## src/sse_pkg.sv

```systemverilog
// ----------------------------------------------------------------------------
// sse_pkg
// Shared widths, command codes and the controller/datapath interface types
// of the sparse set engine.
// ----------------------------------------------------------------------------
package sse_pkg;

   // default size of the value universe
   localparam int UNIVERSE  = 64;

   // fixed field widths
   localparam int CMD_W     = 2;
   localparam int VALUE_W   = 6;
   localparam int RAND_W    = 16;
   localparam int COUNT_W   = 7;

   // modulo unit retires two quotient bits per cycle
   localparam int DIV_STEPS = RAND_W / 2;

   typedef enum logic [CMD_W-1:0] {
      CMD_INSERT = 2'd0,
      CMD_REMOVE = 2'd1,
      CMD_LOOKUP = 2'd2,
      CMD_PICK   = 2'd3
   } cmd_type;

   // controller -> datapath
   typedef struct packed {
      logic clear_wr;       // clearing pass: zero one entry of both stores
      logic accept;         // take the request transaction
      logic slot_rd;        // read member list at the looked-up slot
      logic found_capture;  // register the membership result
      logic ins_write;      // append value at the end of the member list
      logic last_rd;        // read the last member
      logic rem_write;      // move last member into the freed slot
      logic pick_rd;        // read member list at the remainder
      logic pick_capture;   // register the picked member
      logic rsp_load;       // load the response register
   } dp_cmd_type;

   // datapath -> controller
   typedef struct packed {
      logic    clear_last;
      cmd_type op;
      logic    found;
      logic    can_insert;
      logic    count_zero;
      logic    div_done;
      logic    rsp_free;
   } dp_status_type;

endpackage

```

## src/sse_modulo.sv

```systemverilog
// ----------------------------------------------------------------------------
// sse_modulo
// Restoring remainder unit: random word modulo the member count, two
// bits per cycle.
// ----------------------------------------------------------------------------
module sse_modulo #(
   parameter int DIVISOR_W = 7
) (
   input  logic                         clock,
   input  logic                         reset,
   input  logic                         start,
   input  logic [sse_pkg::RAND_W-1:0]   dividend,
   input  logic [DIVISOR_W-1:0]         divisor,
   output logic                         done,
   output logic [DIVISOR_W-1:0]         remainder
);

   localparam int RW    = sse_pkg::RAND_W;
   localparam int STEPS = sse_pkg::DIV_STEPS;
   localparam int SW    = $clog2(STEPS);

   logic                 busy_ff, busy_in;
   logic                 done_ff, done_in;
   logic [SW-1:0]        step_ff, step_in;
   logic [RW-1:0]        dvd_ff, dvd_in;
   logic [DIVISOR_W-1:0] dsr_ff, dsr_in;
   logic [DIVISOR_W-1:0] rem_ff, rem_in;

   logic [DIVISOR_W:0]   part1, part2;
   logic [DIVISOR_W-1:0] rem1, rem2;

   // two dependent compare-subtract steps
   always_comb begin
      part1 = {rem_ff, dvd_ff[RW-1]};
      if (part1 >= {1'b0, dsr_ff}) begin
         rem1 = DIVISOR_W'(part1 - {1'b0, dsr_ff});
      end else begin
         rem1 = DIVISOR_W'(part1);
      end
      part2 = {rem1, dvd_ff[RW-2]};
      if (part2 >= {1'b0, dsr_ff}) begin
         rem2 = DIVISOR_W'(part2 - {1'b0, dsr_ff});
      end else begin
         rem2 = DIVISOR_W'(part2);
      end
   end

   // iteration control; a new start always restarts the unit
   always_comb begin
      busy_in = busy_ff;
      done_in = done_ff;
      step_in = step_ff;
      dvd_in  = dvd_ff;
      dsr_in  = dsr_ff;
      rem_in  = rem_ff;
      if (start) begin
         busy_in = 1'b1;
         done_in = 1'b0;
         step_in = '0;
         dvd_in  = dividend;
         dsr_in  = divisor;
         rem_in  = '0;
      end else if (busy_ff) begin
         rem_in  = rem2;
         dvd_in  = {dvd_ff[RW-3:0], 2'b00};
         step_in = step_ff + SW'(1);
         if (step_ff == SW'(STEPS - 1)) begin
            busy_in = 1'b0;
            done_in = 1'b1;
         end
      end
   end

   always_ff @(posedge clock) begin
      if (reset) begin
         busy_ff <= 1'b0;
         done_ff <= 1'b0;
         step_ff <= '0;
      end else begin
         busy_ff <= busy_in;
         done_ff <= done_in;
         step_ff <= step_in;
      end
   end

   always_ff @(posedge clock) begin
      dvd_ff <= dvd_in;
      dsr_ff <= dsr_in;
      rem_ff <= rem_in;
   end

   assign done      = done_ff;
   assign remainder = rem_ff;

   // busy and done are exclusive
   a_busy_not_done: assert property (@(posedge clock) disable iff (reset)
      busy_ff |-> !done_ff)
      else $error("modulo unit busy and done together");

   // a start always launches an iteration run
   a_start_busy: assert property (@(posedge clock) disable iff (reset)
      start |=> (busy_ff && !done_ff))
      else $error("modulo unit did not start");

endmodule

```

## src/sse_datapath.sv

```systemverilog
// ----------------------------------------------------------------------------
// sse_datapath
// Slot and member stores, member count, modulo unit and response register.
// ----------------------------------------------------------------------------
module sse_datapath #(
   parameter int UNIVERSE = sse_pkg::UNIVERSE
) (
   input  logic                          clock,
   input  logic                          reset,
   input  sse_pkg::dp_cmd_type           cmd,
   output sse_pkg::dp_status_type        status,
   input  logic [sse_pkg::CMD_W-1:0]     req_cmd,
   input  logic [sse_pkg::VALUE_W-1:0]   req_value,
   input  logic [sse_pkg::RAND_W-1:0]    req_random_word,
   output logic                          rsp_valid,
   input  logic                          rsp_stall,
   output logic                          rsp_found,
   output logic [sse_pkg::VALUE_W-1:0]   rsp_element,
   output logic                          rsp_element_valid,
   output logic [sse_pkg::COUNT_W-1:0]   rsp_count
);

   localparam int          AW      = $clog2(UNIVERSE);
   localparam int          CW      = $clog2(UNIVERSE + 1);
   localparam int          VW      = sse_pkg::VALUE_W;
   localparam int          COUNT_W = sse_pkg::COUNT_W;
   localparam logic [31:0] UNIV_U  = 32'(UNIVERSE);

   // stores
   logic [AW-1:0] sov_mem [UNIVERSE];
   logic [VW-1:0] ml_mem  [UNIVERSE];

   // control registers
   logic [AW-1:0]    clr_ff, clr_in;
   logic [CW-1:0]    count_ff, count_in;
   logic             rsp_valid_ff, rsp_valid_in;

   // transaction registers
   sse_pkg::cmd_type op_ff;
   logic [VW-1:0]    value_ff;
   logic             in_range_ff;
   logic             found_ff, found_in;
   logic [VW-1:0]    elem_ff, elem_in;
   logic             elem_valid_ff, elem_valid_in;
   logic [AW-1:0]    sov_rd_ff;
   logic [VW-1:0]    ml_rd_ff;

   // response register
   logic             rsp_found_ff;
   logic [VW-1:0]    rsp_element_ff;
   logic             rsp_element_valid_ff;
   logic [COUNT_W-1:0] rsp_count_ff;

   logic             in_range_req;
   logic [AW-1:0]    sov_rd_addr;
   logic             sov_we;
   logic [AW-1:0]    sov_wr_addr, sov_wr_data;
   logic             ml_re, ml_we;
   logic [AW-1:0]    ml_rd_addr, ml_wr_addr;
   logic [VW-1:0]    ml_wr_data;
   logic             found_now;
   logic             div_done;
   logic [CW-1:0]    div_rem;

   // remainder of the random word by the current count
   sse_modulo #(
      .DIVISOR_W (CW)
   ) u_modulo (
      .clock     (clock),
      .reset     (reset),
      .start     (cmd.accept),
      .dividend  (req_random_word),
      .divisor   (count_ff),
      .done      (div_done),
      .remainder (div_rem)
   );

   // slot store port selection
   always_comb begin
      in_range_req = 32'(req_value) < UNIV_U;
      sov_rd_addr  = in_range_req ? AW'(req_value) : '0;
      sov_we       = cmd.clear_wr | cmd.ins_write | cmd.rem_write;
      if (cmd.clear_wr) begin
         sov_wr_addr = clr_ff;
         sov_wr_data = '0;
      end else if (cmd.ins_write) begin
         sov_wr_addr = AW'(value_ff);
         sov_wr_data = AW'(count_ff);
      end else begin
         sov_wr_addr = AW'(ml_rd_ff);
         sov_wr_data = sov_rd_ff;
      end
   end

   // member store port selection
   always_comb begin
      ml_re = cmd.slot_rd | cmd.last_rd | cmd.pick_rd;
      if (cmd.slot_rd) begin
         ml_rd_addr = sov_rd_ff;
      end else if (cmd.last_rd) begin
         ml_rd_addr = AW'(count_ff - CW'(1));
      end else begin
         ml_rd_addr = AW'(div_rem);
      end
      ml_we = cmd.clear_wr | cmd.ins_write | cmd.rem_write;
      if (cmd.clear_wr) begin
         ml_wr_addr = clr_ff;
         ml_wr_data = '0;
      end else if (cmd.ins_write) begin
         ml_wr_addr = AW'(count_ff);
         ml_wr_data = value_ff;
      end else begin
         ml_wr_addr = sov_rd_ff;
         ml_wr_data = ml_rd_ff;
      end
   end

   always_ff @(posedge clock) begin
      if (sov_we) begin
         sov_mem[sov_wr_addr] <= sov_wr_data;
      end
      if (cmd.accept) begin
         sov_rd_ff <= sov_mem[sov_rd_addr];
      end
   end

   always_ff @(posedge clock) begin
      if (ml_we) begin
         ml_mem[ml_wr_addr] <= ml_wr_data;
      end
      if (ml_re) begin
         ml_rd_ff <= ml_mem[ml_rd_addr];
      end
   end

   // membership test: value in range, slot below count and the member there matches
   assign found_now = in_range_ff && (CW'(sov_rd_ff) < count_ff) && (ml_rd_ff == value_ff);

   // next values of counters and transaction results
   always_comb begin
      clr_in        = cmd.clear_wr ? clr_ff + AW'(1) : clr_ff;
      count_in      = count_ff;
      if (cmd.ins_write) begin
         count_in = count_ff + CW'(1);
      end else if (cmd.rem_write) begin
         count_in = count_ff - CW'(1);
      end
      found_in      = cmd.found_capture ? found_now : found_ff;
      elem_in       = elem_ff;
      elem_valid_in = elem_valid_ff;
      if (cmd.accept) begin
         elem_in       = '0;
         elem_valid_in = 1'b0;
      end else if (cmd.pick_capture) begin
         elem_in       = ml_rd_ff;
         elem_valid_in = 1'b1;
      end
      rsp_valid_in  = rsp_valid_ff;
      if (cmd.rsp_load) begin
         rsp_valid_in = 1'b1;
      end else if (!rsp_stall) begin
         rsp_valid_in = 1'b0;
      end
   end

   always_ff @(posedge clock) begin
      if (reset) begin
         clr_ff       <= '0;
         count_ff     <= '0;
         rsp_valid_ff <= 1'b0;
      end else begin
         clr_ff       <= clr_in;
         count_ff     <= count_in;
         rsp_valid_ff <= rsp_valid_in;
      end
   end

   // transaction payload
   always_ff @(posedge clock) begin
      if (cmd.accept) begin
         op_ff       <= sse_pkg::cmd_type'(req_cmd);
         value_ff    <= req_value;
         in_range_ff <= in_range_req;
      end
      found_ff      <= found_in;
      elem_ff       <= elem_in;
      elem_valid_ff <= elem_valid_in;
      if (cmd.rsp_load) begin
         rsp_found_ff         <= found_ff;
         rsp_element_ff       <= elem_ff;
         rsp_element_valid_ff <= elem_valid_ff;
         rsp_count_ff         <= COUNT_W'(count_ff);
      end
   end

   // status back to the controller
   always_comb begin
      status.clear_last = clr_ff == AW'(UNIVERSE - 1);
      status.op         = op_ff;
      status.found      = found_now;
      status.can_insert = !found_now && in_range_ff && (count_ff < CW'(UNIVERSE));
      status.count_zero = count_ff == '0;
      status.div_done   = div_done;
      status.rsp_free   = !rsp_valid_ff || !rsp_stall;
   end

   assign rsp_valid         = rsp_valid_ff;
   assign rsp_found         = rsp_found_ff;
   assign rsp_element       = rsp_element_ff;
   assign rsp_element_valid = rsp_element_valid_ff;
   assign rsp_count         = rsp_count_ff;

   // the count never passes the universe size
   a_count_bound: assert property (@(posedge clock) disable iff (reset)
      count_ff <= CW'(UNIVERSE))
      else $error("member count above universe");

   // a removal only ever happens after the value tested as a member
   a_remove_member: assert property (@(posedge clock) disable iff (reset)
      cmd.rem_write |-> (found_ff && count_ff != '0))
      else $error("removal of a non-member");

endmodule

```

## src/sse_ctrl.sv

```systemverilog
// ----------------------------------------------------------------------------
// sse_ctrl
// Command sequencer: clearing pass, then per transaction the slot read,
// member read, update or division and pick read, and response load.
// ----------------------------------------------------------------------------
module sse_ctrl (
   input  logic                    clock,
   input  logic                    reset,
   input  logic                    req_valid,
   output logic                    req_stall,
   output sse_pkg::dp_cmd_type     cmd,
   input  sse_pkg::dp_status_type  status
);

   typedef enum logic [7:0] {
      ST_CLEAR  = 8'b0000_0001,
      ST_IDLE   = 8'b0000_0010,
      ST_SLOT   = 8'b0000_0100,
      ST_MEMBER = 8'b0000_1000,
      ST_LAST   = 8'b0001_0000,
      ST_DIV    = 8'b0010_0000,
      ST_PICK   = 8'b0100_0000,
      ST_DONE   = 8'b1000_0000
   } state_type;

   state_type state_ff, state_in;

   // next state and datapath commands
   always_comb begin
      state_in = state_ff;
      cmd      = '0;
      case (state_ff)
         ST_CLEAR: begin
            cmd.clear_wr = 1'b1;
            if (status.clear_last) begin
               state_in = ST_IDLE;
            end
         end
         ST_IDLE: begin
            if (req_valid) begin
               cmd.accept = 1'b1;
               state_in   = ST_SLOT;
            end
         end
         ST_SLOT: begin
            cmd.slot_rd = 1'b1;
            state_in    = ST_MEMBER;
         end
         ST_MEMBER: begin
            cmd.found_capture = 1'b1;
            state_in          = ST_DONE;
            case (status.op)
               sse_pkg::CMD_INSERT: begin
                  cmd.ins_write = status.can_insert;
               end
               sse_pkg::CMD_REMOVE: begin
                  if (status.found) begin
                     cmd.last_rd = 1'b1;
                     state_in    = ST_LAST;
                  end
               end
               sse_pkg::CMD_PICK: begin
                  state_in = ST_DIV;
               end
               default: begin
                  state_in = ST_DONE;
               end
            endcase
         end
         ST_LAST: begin
            cmd.rem_write = 1'b1;
            state_in      = ST_DONE;
         end
         ST_DIV: begin
            if (status.div_done) begin
               if (status.count_zero) begin
                  state_in = ST_DONE;
               end else begin
                  cmd.pick_rd = 1'b1;
                  state_in    = ST_PICK;
               end
            end
         end
         ST_PICK: begin
            cmd.pick_capture = 1'b1;
            state_in         = ST_DONE;
         end
         ST_DONE: begin
            if (status.rsp_free) begin
               cmd.rsp_load = 1'b1;
               state_in     = ST_IDLE;
            end
         end
         default: begin
            state_in = ST_IDLE;
         end
      endcase
   end

   always_ff @(posedge clock) begin
      if (reset) begin
         state_ff <= ST_CLEAR;
      end else begin
         state_ff <= state_in;
      end
   end

   assign req_stall = state_ff != ST_IDLE;

   // an insert write only ever appends a value that is absent
   a_insert_absent: assert property (@(posedge clock) disable iff (reset)
      cmd.ins_write |-> (status.op == sse_pkg::CMD_INSERT && !status.found))
      else $error("insert of a present value");

   // an accepted transaction goes straight to the slot read
   a_accept_slot: assert property (@(posedge clock) disable iff (reset)
      (req_valid && !req_stall) |=> (state_ff == ST_SLOT))
      else $error("accepted transaction did not reach slot read");

endmodule

```

## src/sparse_set_engine.sv

```systemverilog
// ----------------------------------------------------------------------------
// sparse_set_engine
// Sparse set over the values 0 to UNIVERSE-1 with insert, remove,
// lookup and random pick.
// ----------------------------------------------------------------------------
// After reset the engine runs a clearing pass over both stores, holding
// req_stall high. It then handles one transaction at a time: each
// passes the slot read, member read and response load; removal of a
// member adds the last-member move and pick the division and pick read.
// Insert, lookup and remove are set by the two dependent reads of the
// slot store and then the member store; pick is set by the modulo unit,
// which divides the 16-bit random word by the count at two bits per
// cycle. The response sits in an output register, so the next request
// is taken while a response waits on rsp_stall.
// ----------------------------------------------------------------------------
module sparse_set_engine #(
   parameter int UNIVERSE = sse_pkg::UNIVERSE
) (
   input  logic                          clock,
   input  logic                          reset,
   input  logic                          req_valid,
   output logic                          req_stall,
   input  logic [sse_pkg::CMD_W-1:0]     req_cmd,
   input  logic [sse_pkg::VALUE_W-1:0]   req_value,
   input  logic [sse_pkg::RAND_W-1:0]    req_random_word,
   output logic                          rsp_valid,
   input  logic                          rsp_stall,
   output logic                          rsp_found,
   output logic [sse_pkg::VALUE_W-1:0]   rsp_element,
   output logic                          rsp_element_valid,
   output logic [sse_pkg::COUNT_W-1:0]   rsp_count
);

   sse_pkg::dp_cmd_type    dp_cmd;
   sse_pkg::dp_status_type dp_status;

   sse_ctrl u_ctrl (
      .clock     (clock),
      .reset     (reset),
      .req_valid (req_valid),
      .req_stall (req_stall),
      .cmd       (dp_cmd),
      .status    (dp_status)
   );

   sse_datapath #(
      .UNIVERSE (UNIVERSE)
   ) u_datapath (
      .clock             (clock),
      .reset             (reset),
      .cmd               (dp_cmd),
      .status            (dp_status),
      .req_cmd           (req_cmd),
      .req_value         (req_value),
      .req_random_word   (req_random_word),
      .rsp_valid         (rsp_valid),
      .rsp_stall         (rsp_stall),
      .rsp_found         (rsp_found),
      .rsp_element       (rsp_element),
      .rsp_element_valid (rsp_element_valid),
      .rsp_count         (rsp_count)
   );

endmodule

```

## config.mk

```make
export PLATFORM = sky130hd
export DESIGN_NAME = sparse_set_engine
export DESIGN_NICKNAME = d
export VERILOG_FILES = /design/src/sse_pkg.sv /design/src/sse_modulo.sv /design/src/sse_datapath.sv /design/src/sse_ctrl.sv /design/src/sparse_set_engine.sv
export SDC_FILE = /design/constraint.sdc
export NUM_CORES = 1
export LEC_CHECK = 0
export CORE_UTILIZATION = 55
export CTS_CLUSTER_DIAMETER = 40
export DETAILED_ROUTE_END_ITERATION = 8
export DONT_BUFFER_PORTS = 1
export GPL_TIMING_DRIVEN = 0
export HOLD_SLACK_MARGIN = 0.02
export PLACE_DENSITY_LB_ADDON = 0.3
export SYNTH_ARGS = -nofsm -noshare
export SYNTH_HDL_FRONTEND = slang
export SYNTH_SLANG_ARGS = --single-unit
```

## constraint.sdc

```tcl
create_clock -name clock -period 6.7 [get_ports clock]
set_input_delay 0.335 -clock clock [delete_from_list [all_inputs] [get_ports clock]]
set_output_delay 0.335 -clock clock [all_outputs]
set_load 0.1 [all_outputs]
```

# ---- Word level (Yosys, flattened, before mapping)
# Memory sizes are Yosys's and may differ from the RTL's. A register that Yosys moved wholly into a read port is not among the register bits.
# Cells that the tools add are included.
dict set report op_classes {
  eq_ne 19
  n_mux 44
  addsub 6
  order_cmp 4
  bitwise_logic 4
  reduce_logical 14
}
# op count
set op_table {}
lappend op_table {{$pmux W8 S7} 1}
lappend op_table {{$mux W6} 8}
lappend op_table {{$mux W8} 6}
lappend op_table {{$mux W16} 2}
lappend op_table {{$mux W7} 4}
lappend op_table {{$mux W1} 21}
lappend op_table {{$ge A8 B7 Y1} 2}
lappend op_table {{$pmux W8 S2} 1}
lappend op_table {{$sub A7 B7 Y7} 2}
lappend op_table {{$eq A8 B1 Y1 const B} 1}
lappend op_table {{$eq A8 B2 Y1 const B} 1}
lappend op_table {{$eq A8 B3 Y1 const B} 1}
lappend op_table {{$eq A8 B4 Y1 const B} 1}
lappend op_table {{$eq A8 B5 Y1 const B} 1}
lappend op_table {{$eq A8 B6 Y1 const B} 1}
lappend op_table {{$eq A8 B7 Y1 const B} 1}
lappend op_table {{$eq A8 B8 Y1 const B} 1}
lappend op_table {{$ne A8 B2 Y1 const B} 1}
lappend op_table {{$add A7 B1 Y7 const B} 1}
lappend op_table {{$logic_not A7 Y1} 1}
lappend op_table {{$lt A6 B7 Y1} 1}
lappend op_table {{$lt A7 B7 Y1 const B} 1}
lappend op_table {{$sub A7 B1 Y7 const B} 1}
lappend op_table {{$add A6 B1 Y6 const B} 1}
lappend op_table {{18 further kinds} 29}
dict set report word_totals {
  ramBits 768
  word_cells 112
  n_memories 2
  output_inout_bits 17
  register_bits 88
  in_bits 28
}
# name words width rd rd_ports_with_merged_regs write_ports line
set memory_table {}
lappend memory_table {u_datapath.ml_mem 64 6 1 1 1 sse_datapath.sv:31} ;# logic [VW-1:0] ml_mem [UNIVERSE];
lappend memory_table {u_datapath.sov_mem 64 6 1 1 1 sse_datapath.sv:30} ;# logic [AW-1:0] sov_mem [UNIVERSE];

# ---- Depth between registers and ports, before layout
# Gate-level depths: netlist (run 1).
dict set report depth {
  ltp_word 10
  depth_mapped 24
  mapped_depth_nobuf 22
}

# ---- By module
# From an unflattened synthesis (run 1), not the netlist that was laid out.
dict set report unflattened {
  hier_cells 2185
  area_unflattened_um2 36084.6
}
# module seq_area_each_um2 cells_per_inst area_each_um2 n_inst
set by_module_without_submodules {}
lappend by_module_without_submodules {sse_datapath 24563.6 1924 33274.4 1}
lappend by_module_without_submodules {sse_modulo 930.9 200 2193.4 1}
lappend by_module_without_submodules {sse_ctrl 160.2 61 616.8 1}

# ---- Worst setup path after synthesis (run 1)
# OpenSTA, ideal clock, no wires.
dict set report synth_path {
  path_type {flip-flop to flip-flop}
  start {register u_datapath.count_ff[4]}
  end {memory u_datapath.sov_mem[16][0] (netlist bit), enable pin}
  t_arrival_ns 5.076
  period_less_slack_ns 5.426
  required_time_ns 6.350
  setup_slack_ns 1.274
  path_buffers 3
  stages_incl_launch_ff 16
  path_cell_list {dfxtp_1 clkbuf_1 inv_1 ha_1 a21o_1 nand2_1 and3_1 buf_4 a211oi_2 buf_2 nand2_1 a21oi_1 a21oi_1 nor2_1 nand3_1 nor2_1}
}
dict set report synth_between {
  elab_chain_len 10
  elab_cells_between_ends 13
  classes_between {2 x order compare; 6 x mux; 2 x bitwise; 3 x reduce/logical}
}
# item line
set synth_lines {}
lappend synth_lines {{from (decl)} sse_datapath.sv:35} ;# logic [CW-1:0] count_ff, count_in;
lappend synth_lines {{from (signal assigned)} sse_datapath.sv:173} ;# count_ff <= count_in;
lappend synth_lines {{$lt A6 B7 Y1} sse_datapath.sv:137} ;# assign found_now = in_range_ff && (CW'(sov_rd_ff) < count_ff) && (ml_rd_ff == value_ff);
lappend synth_lines {{$logic_and A1 B1 Y1} sse_datapath.sv:137}
lappend synth_lines {{$logic_not A1 Y1} sse_datapath.sv:201} ;# status.can_insert = !found_now && in_range_ff && (count_ff < CW'(UNIVERSE));
lappend synth_lines {{$logic_and A1 B1 Y1 (*)} sse_datapath.sv:201}
lappend synth_lines {{$mux W1 (*)} sse_ctrl.sv:52} ;# case (status.op)
lappend synth_lines {{$mux W3 (*)} sse_ctrl.sv:32} ;# case (state_ff)
lappend synth_lines {{$or A1 B1 Y1 (2 in series)} sse_datapath.sv:82} ;# sov_we = cmd.clear_wr | cmd.ins_write | cmd.rem_write;
lappend synth_lines {{$mux W1} sse_datapath.sv:119} ;# if (sov_we) begin
lappend synth_lines {{$mux W1 (not written as such)} sse_datapath.sv:120} ;# sov_mem[sov_wr_addr] <= sov_wr_data;
lappend synth_lines {{to (decl)} sse_datapath.sv:30}
# Mark *: on every way between the ends. The rest lies on a longest branch, timed or not.

# ---- Final worst setup path (run 1)
dict set report layout_path {
  start {register u_datapath.count_ff[2]}
  end {memory u_datapath.sov_mem[63][2] (netlist bit), enable pin}
}
# Same word-level chain as after synthesis.

==> qor.txt, run 1 <==
Grt ovf -> 0
PwrDens -> 378 mW/mm²
Synth Instances -> 2,356
#FFs+latches synth -> 868
Hold Path Class -> in -> reg
Die area -> 0.0656 mm²
Initial core utilization -> 56.0%
Asr flop ratio synth -> 0%
Post-synth EDFFs -> 827
Worst-Skew Late Latency -> 0.67 ns
Postcts setup bufs -> 0
# rows -> 92
Placed Area -> 0.0371 mm²
DR iter-0 viols -> 2,729
IO Pins -> 45
CTS Buf Count -> 105
Number of global-route vias before repair -> 21,587
CTS root buffer -> clkbuf_16
Post-synth top area share -> 69.9%
Mean area per synthesized cell -> 15.1 µm²
Max-cap violations -> 0
Drt drc -> 0
Antenna violations before repair -> 1
Crit-path max FO -> 10
Leakage -> 14.1 nW
Crit start category -> flip-flop
Drt wl/cell -> 25.8 µm
Endpoints failing setup -> 0
Hold_ws -> 0.0979 ns
Area contributors post-synth -> edfxtp_1, mux4_2, nand2_1
Drt total wl -> 88,900 µm
Syn_nets -> 2,411
Total GRT Usage -> 27.4%
Yosys top cell by area -> edfxtp_1
Area grow syn2layout -> 15.6%
Fin nets -> 2,560
Pin slew with the least headroom to its limit -> 1.16 ns
DR vias -> 21,538
Cell Area, Synth -> 0.0355 mm²
Prevailing post-synth register cell -> edfxtp_1
Die X -> 256 µm
H-tree Lvls -> 3
RSZ-0062 raised after global routing -> no
Largest net degree at the start of global routing -> 45
Status -> complete, no violations
Hold buffers post-CTS -> 26
Port-buffer cells -> 0
Finished Cell Area -> 0.0411 mm²
Skew final -> 0.0481 ns
Worst r2r src -> u_datapath.count_ff[2]
Final non-filler cell total -> 3,442
DP HPWL -> 58,100 µm
Nature of the critical path endpoint -> flip-flop
Synth cell types -> 64
Worst hold path startpoint -> rsp_stall
First-pass detailed-route iteration total -> 7
Max Clock Freq -> 0.183 GHz
Core Area -> 0.0634 mm²
Reg2Reg Setup Slack -> 1.23 ns
Antenna Nets Post-Route -> 0
Worst slew margin -> 22.9%
CTS tree -> yes
Clock Tree Buf Depth -> 3
Placed insts -> 3,218
Highest routed layer -> met5
Final hold violation count -> 0
WP data required -> 7.00 ns
Critical path class -> reg -> reg
Routability cong. -> 0.987
CP arrival -> 5.77 ns
Setup ws final -> 1.23 ns
Met3 wire length -> 8760 µm
Maximum vdd ir drop -> 0.000259 V
Met1 wire length -> 34,900 µm
Dpl ws -> 1.44 ns
Num Clock Sinks -> 868
Max-slew violation count -> 0
Share of post-route cells with drive strength above 1 -> 14.9%
First-pass GRT wire length -> 134,000 µm
Yosys warning count -> 0
Final Cycle Share -> 81.6%
CTS clk-pin slew, worst paths -> 0.06 ns
Total power -> 15.5 mW
Vias per inst -> 6.26
Seq/Total Area, Yosys -> 72.2%
Final min period -> 5.47 ns
Metal2 WL -> 41,700 µm
Die H -> 256 µm
# resized after CTS -> 0
Critical Path Source -> u_datapath.count_ff[2]
-- stage by stage --
stage / util, % / setup TNS, ns
after floorplan: - / 0
after global placement: 57.7 / -1262.19
after detailed placement: 58.4 / 0
after CTS: 64.7 / 0
after global routing: 64.7 / 0
final: 64.7 / 0
-- state kept, by name, summed over array words and instances, names as in the netlist, 7 cells and up --
name	cells
u_datapath.u_modulo.remainder	7
u_datapath.ml_mem	384
u_datapath.count_ff	7
u_datapath.sov_mem	384
u_datapath.u_modulo.dsr_ff	7
u_datapath.u_modulo.dvd_ff	16
u_datapath.rsp_count	7
u_ctrl.state_ff	8
-- path summary, 6_finish.rpt --
check	end	cells past startpoint
setup / recovery	u_datapath.sov_mem[63][2]	12
setup reg to reg	u_datapath.sov_mem[63][2]	12
hold reg to reg	u_datapath.rsp_element[4]	0
hold / removal	u_datapath.rsp_found	1
-- Yosys cell counts (all sizes together), types with 23 or more instances --
cell    instances
o21ai          23
clkbuf         61
or4            25
nor2          200
ha             25
mux4          126
nand3         170
dfxtp          41
a21oi         122
edfxtp        827
nand2         414
buf            53
mux2i          56
inv            26
-- final cells by class --
type / instances / area (µm²)
inverter: 26 / 97.6
antenna: 2 / 5.00
buffer: 114 / 518
clock inverter: 81 / 1020
clock buffer: 115 / 2710
sequential: 868 / 25700
tap: 846 / 1060
fill: 4234 / 22400
timing repair buffer: 42 / 641
multi-input combinational: 1348 / 9350
-- cells by family (layout without fill, tap and decap cells) --
| kind of cell | after synthesis | in the layout | share of synthesized area, % |
|---|---|---|---|
| buffers and inverters | 140 | 378 | 1.73 |
| AND/OR/NAND/NOR | 896 | 896 | 11.1 |
| adder cells (fa/ha/maj) | 27 | 27 | 0.994 |
| XOR/XNOR | 26 | 26 | 0.641 |
| flip-flops | 868 | 868 | 72.2 |
| AO/OA/AOI/OAI | 215 | 215 | 3.69 |
| other | 0 | 2 | 0 |
| multiplexers | 184 | 184 | 9.63 |
-- power by group --
| part | switching [mW] | internal, mW | leakage, nW |
|---|---|---|---|
| Combinational | 2.25 | 0.982 | 4.34 |
| Sequential | 0.0848 | 6.25 | 7.95 |
| Clock | 2.33 | 3.63 | 1.80 |
| Total | 4.66 | 10.9 | 14.1 |
-- worst max-delay path, stage by stage, from the launching register on --
cell      delay [ns]
dfxtp_1         0.35
clkbuf_1        0.35
inv_1           0.13
ha_1            0.33
nand2_1         0.06
o21ai_1         0.17
nand4_1         0.37
a211oi_2        0.66
buf_2           0.36
mux2i_1         0.21
a21oi_1         0.66
nand4_1         0.73
nor2_1          0.75
-- routing by layer --
metal | up-vias | GRT usage, %
met2 | 1228 | 42.9
met1 | 10806 | 37.5
met4 | 2 | 10.8
li1 | 9272 | -
met5 | - | 0
met3 | 230 | 6.40
-- cells in the final DEF, fill, tap and decap left out, types with 8 or more instances in the layout --
cell type	netlist	final
nand3_1	169	169
mux4_2	126	126
inv_1	26	26
xor2_1	16	16
buf_4	9	9
a21o_1	16	16
clkbuf_1	61	69
nor4_1	8	8
clkinv_4	0	10
a21oi_1	122	118
mux2i_1	56	56
nor3_1	11	11
edfxtp_1	827	827
dfxtp_1	41	41
buf_2	26	27
nand2_1	413	413
buf_16	0	8
or4_1	25	25
buf_12	0	8
nor2_1	200	191
inv_6	0	11
xnor2_1	10	10
nand4_1	16	16
nor2_4	0	9
o22ai_1	14	14
o21ai_0	22	22
bufinv_16	0	17
buf_1	15	14
and3_1	8	8
a211oi_1	8	8
clkinv_2	0	12
clkbuf_16	0	107
nor2b_1	8	8
ha_1	25	25
dlygate4sd3_1	0	26
clkinv_1	0	15
Power figures use the tool's default switching activity.
==> inputs of run 2 (changes only) <==
==> constraint.sdc (replaced) <==
create_clock -name clock -period 4.9 [get_ports clock]
set_input_delay 0.245 -clock clock [delete_from_list [all_inputs] [get_ports clock]]
set_output_delay 0.245 -clock clock [all_outputs]
set_load 0.1 [all_outputs]
==> run 2 against run 1 <==
  * Sequential cell count did not move
  * Total power increased by 38%
  * Clock skew decreased by 0.022 ns
  * Wire length shrank 1.5%
  * Setup slack got worse by 1.2 ns
  * Non-clock buffer count rose by 14
  * Via count down 0.16%
  * Core utilization is 0.85 points higher
  * Sequential share of layout area fell by 0.81 points
  * First-iteration DRC count grew 0.84%
  * Maximum frequency rose by 12%
  * Critical path type unchanged
  * Critical endpoint is now u_datapath.ml_rd_ff[2]
  * Largest cell class unchanged
==> qor.txt, run 2 (synthesis gave the netlist of run 1 again) <==
Routability cong. -> 1.00 (was 0.987)
Grt ovf -> 0 (unchanged)
Drt total wl -> 87,500 µm (was 88,900 µm)
DP HPWL -> 57,400 µm (was 58,100 µm)
Area grow syn2layout -> 17.1% (was 15.6%)
Top Registers -> u_datapath.ml_mem x384, u_datapath.sov_mem x384, u_datapath.u_modulo.dvd_ff x16 (unchanged)
PwrDens -> 514 mW/mm² (was 378 mW/mm²)
RSZ-0062 raised after global routing -> yes (was no)
IO Pins -> 45 (unchanged)
CTS tree -> yes (unchanged)
Final Cycle Share -> 99.9% (was 81.6%)
CTS root buffer -> clkbuf_16 (unchanged)
Final non-filler cell total -> 3,457 (was 3,442)
Worst hold path startpoint -> req_valid (was rsp_stall)
Share of post-route cells with drive strength above 1 -> 19.6% (was 14.9%)
WP data required -> 5.28 ns (was 7.00 ns)
Crit-path max FO -> 10 (unchanged)
Max-cap violations -> 0 (unchanged)
Commonest non-fill, non-tap cell in the layout -> edfxtp_1 (unchanged)
CTS Buf Count -> 105 (unchanged)
Leakage -> 14.2 nW (was 14.1 nW)
Most frequent CP cell -> buf_4 (was nand4_1)
Placed insts -> 3,218 (unchanged)
Core Area -> 0.0634 mm² (unchanged)
Drt wl/cell -> 25.3 µm (was 25.8 µm)
Critical-path top delay cell -> o21ai_0 (was nor2_1)
Number of global-route vias before repair -> 21,177 (was 21,587)
Skew final -> 0.0265 ns (was 0.0481 ns)
First-pass GRT wire length -> 130,000 µm (was 134,000 µm)
CTS clk-pin slew, worst paths -> 0.06 ns (about the same)
Hold EP -> u_datapath.u_modulo.remainder[2] (was u_datapath.rsp_found)
Die X -> 256 µm (unchanged)
Met1 Use GR -> 37.0% (was 37.5%)
Critical path class -> reg -> reg (unchanged)
DR vias -> 21,504 (was 21,538)
Commonest cells after routing, fill and taps aside -> edfxtp_1, nand2_1, nand3_1, mux4_2, a21oi_1 (was edfxtp_1, nand2_1, nor2_1, nand3_1, mux4_2)
Num Clock Sinks -> 868 (unchanged)
Fillers -> 4,199 (was 4,234)
Worst slew margin -> 16.2% (was 22.9%)
Buf/Inv on CP -> 4 (was 3)
Port-buffer cells -> 0 (unchanged)
Worst reg2reg path depth -> 13 (was 12)
Crit start category -> flip-flop (unchanged)
Antenna violations before repair -> 0 (was 1)
Total GRT Usage -> 26.8% (was 27.4%)
Post-Route Setup TNS -> 0 ns (unchanged)
Max-slew violation count -> 0 (unchanged)
CP max stage delay -> 0.73 ns (was 0.75 ns)
# rows -> 92 (unchanged)
Reg2Reg Setup Slack -> 0.005 ns (was 1.23 ns)
Worst-Skew Late Latency -> 0.68 ns (was 0.67 ns)
Largest delay share family, worst path -> compound AO/OA/AOI/OAI gates (was simple AND/OR/NAND/NOR gates)
Max Clock Freq -> 0.204 GHz (was 0.183 GHz)
DR iter-0 viols -> 2,752 (was 2,729)
Die area -> 0.0656 mm² (unchanged)
Hold path cells -> 2 (was 1)
Status -> complete, no violations (unchanged)
WP depth -> 13 (was 12)
Nature of the critical path endpoint -> flip-flop (unchanged)
Antenna Nets Post-Route -> 0 (unchanged)
Reg2reg end -> u_datapath.ml_rd_ff[2] (was u_datapath.sov_mem[63][2])
Final min period -> 4.89 ns (was 5.47 ns)
N_diodes -> 0 (was 2)
Gr busiest metal -> met2 (unchanged)
Met3 usage -> 6.20% (was 6.40%)
Maximum vdd ir drop -> 0.000351 V (was 0.000259 V)
CP Cell Sequence -> inv_1, ha_1, a2111oi_2, and3_1, buf_4, nand4_1, a31oi_4, buf_2, buf_4, mux2i_1, o221ai_1, o21ai_0, nor4_2 (was clkbuf_1, inv_1, ha_1, nand2_1, o21ai_1, nand4_1, a211oi_2, buf_2, mux2i_1, a21oi_1, nand4_1, nor2_1)
H-tree Lvls -> 3 (unchanged)
Initial core utilization -> 56.0% (unchanged)
Vias per inst -> 6.22 (was 6.26)
Clock Tree Buf Depth -> 3 (unchanged)
Met2 GRT Util -> 42.0% (was 42.9%)
Pin slew with the least headroom to its limit -> 1.25 ns (was 1.16 ns)
Drt drc -> 0 (unchanged)
Largest net degree at the start of global routing -> 49 (was 45)
Endpoints failing setup -> 0 (unchanged)
Die H -> 256 µm (unchanged)
Final hold violation count -> 0 (unchanged)
Fin nets -> 2,575 (was 2,560)
Hold Path Class -> in -> reg (unchanged)
Worst r2r src -> u_datapath.count_ff[5] (was u_datapath.count_ff[2])
First-pass detailed-route iteration total -> 6 (was 7)
CP arrival -> 5.27 ns (was 5.77 ns)
-- run 2: changes by cell type in the layout (fill, tap and decap cells not counted), sizes merged --
cell / before / now
a21oi: 122 / 123
bufinv: 17 / 16
clkinv: 41 / 28
buf: 69 / 84
inv: 42 / 44
clkbuf: 176 / 184
diode: 2 / 0
clkinvlp: 7 / 12
-- run 2: timing repair --
action                     in CTS  in global routing
setup endpoints to repair     394                529
setup buffers                   6                  8
hold buffers                   26                  0
resized for setup              30                113
hold endpoints to repair       50                  0
pin swaps                       4                  4
gates cloned                    1                  0
-- run 2: area by class of cell --
type                       count  area (µm²)  share of cell area [%]
buffer                       114         529                    1.27
clock buffer                 124        2780                    6.69
clock inverter                74         920                    2.21
inverter                      26        97.6                   0.235
multi-input combinational   1349        9800                    23.6
sequential                   868       25700                    61.7
tap                          846        1060                    2.54
timing repair buffer          56         751                    1.80
-- run 2: how the worst max path moves through the flow --
stage	startpoint	endpoint	slack [ns]
floorplan	u_datapath.count_ff[4]	u_datapath.sov_mem[16][0]	0.27
global placement	u_datapath.count_ff[2]	u_datapath.ml_mem[3][2]	-2.55
detailed placement	u_datapath.u_modulo.dvd_ff[15]	u_datapath.u_modulo.remainder[0]	-0.31
CTS	u_datapath.count_ff[2]	u_datapath.sov_mem[63][2]	-0.10
global route	u_datapath.count_ff[2]	u_datapath.ml_mem[33][3]	-0.16
finish	u_datapath.count_ff[5]	u_datapath.ml_rd_ff[2]	0.005
-- run 2: routing by layer --
metal / part of all wire, % / vias to the layer above / wire [µm]
met5: 0 / - / 0
met4: 3.2 / 0 / 2790
met3: 11 / 209 / 9720
met2: 47 / 1223 / 41300
met1: 39 / 10757 / 33700
li1: - / 9315 / -
-- run 2: power by group --
group | internal, mW | total (mW) | leakage, nW | switching [mW]
combinational | 1.45 | 4.60 | 4.45 | 3.15
sequential | 8.55 | 8.67 | 7.95 | 0.116
clock | 4.97 | 8.11 | 1.78 | 3.15
-- run 2: worst register-to-register path, stage by stage (launching register included) --
cell and delay [ns]:
dfxtp_1 0.54, inv_1 0.16, ha_1 0.22, a2111oi_2 0.54, and3_1 0.24, buf_4 0.18, nand4_1 0.19, a31oi_4 0.54
buf_2 0.39, buf_4 0.28, mux2i_1 0.29, o221ai_1 0.16, o21ai_0 0.73, nor4_2 0.16
-- run 2: per-stage QoR --
stage / area (µm²) / total power [mW] / hold slack [ns] / worst slack, ns / util (%)
6_report: 41600 / 21.4 / 0.0729 / 0.00539 / 65.6
5_1_grt: 41600 / 22.0 / 0.0850 / -0.158 / 65.6
4_1_cts: 41200 / 21.1 / 0.0480 / -0.103 / 64.9
3_5_place_dp: 37100 / 13.0 / 0.344 / -0.314 / 58.4
3_3_place_gp: 36600 / 12.8 / 0.344 / -2.55 / 57.7
2_1_floorplan: 35500 / 11.5 / 0.344 / 0.271 / -
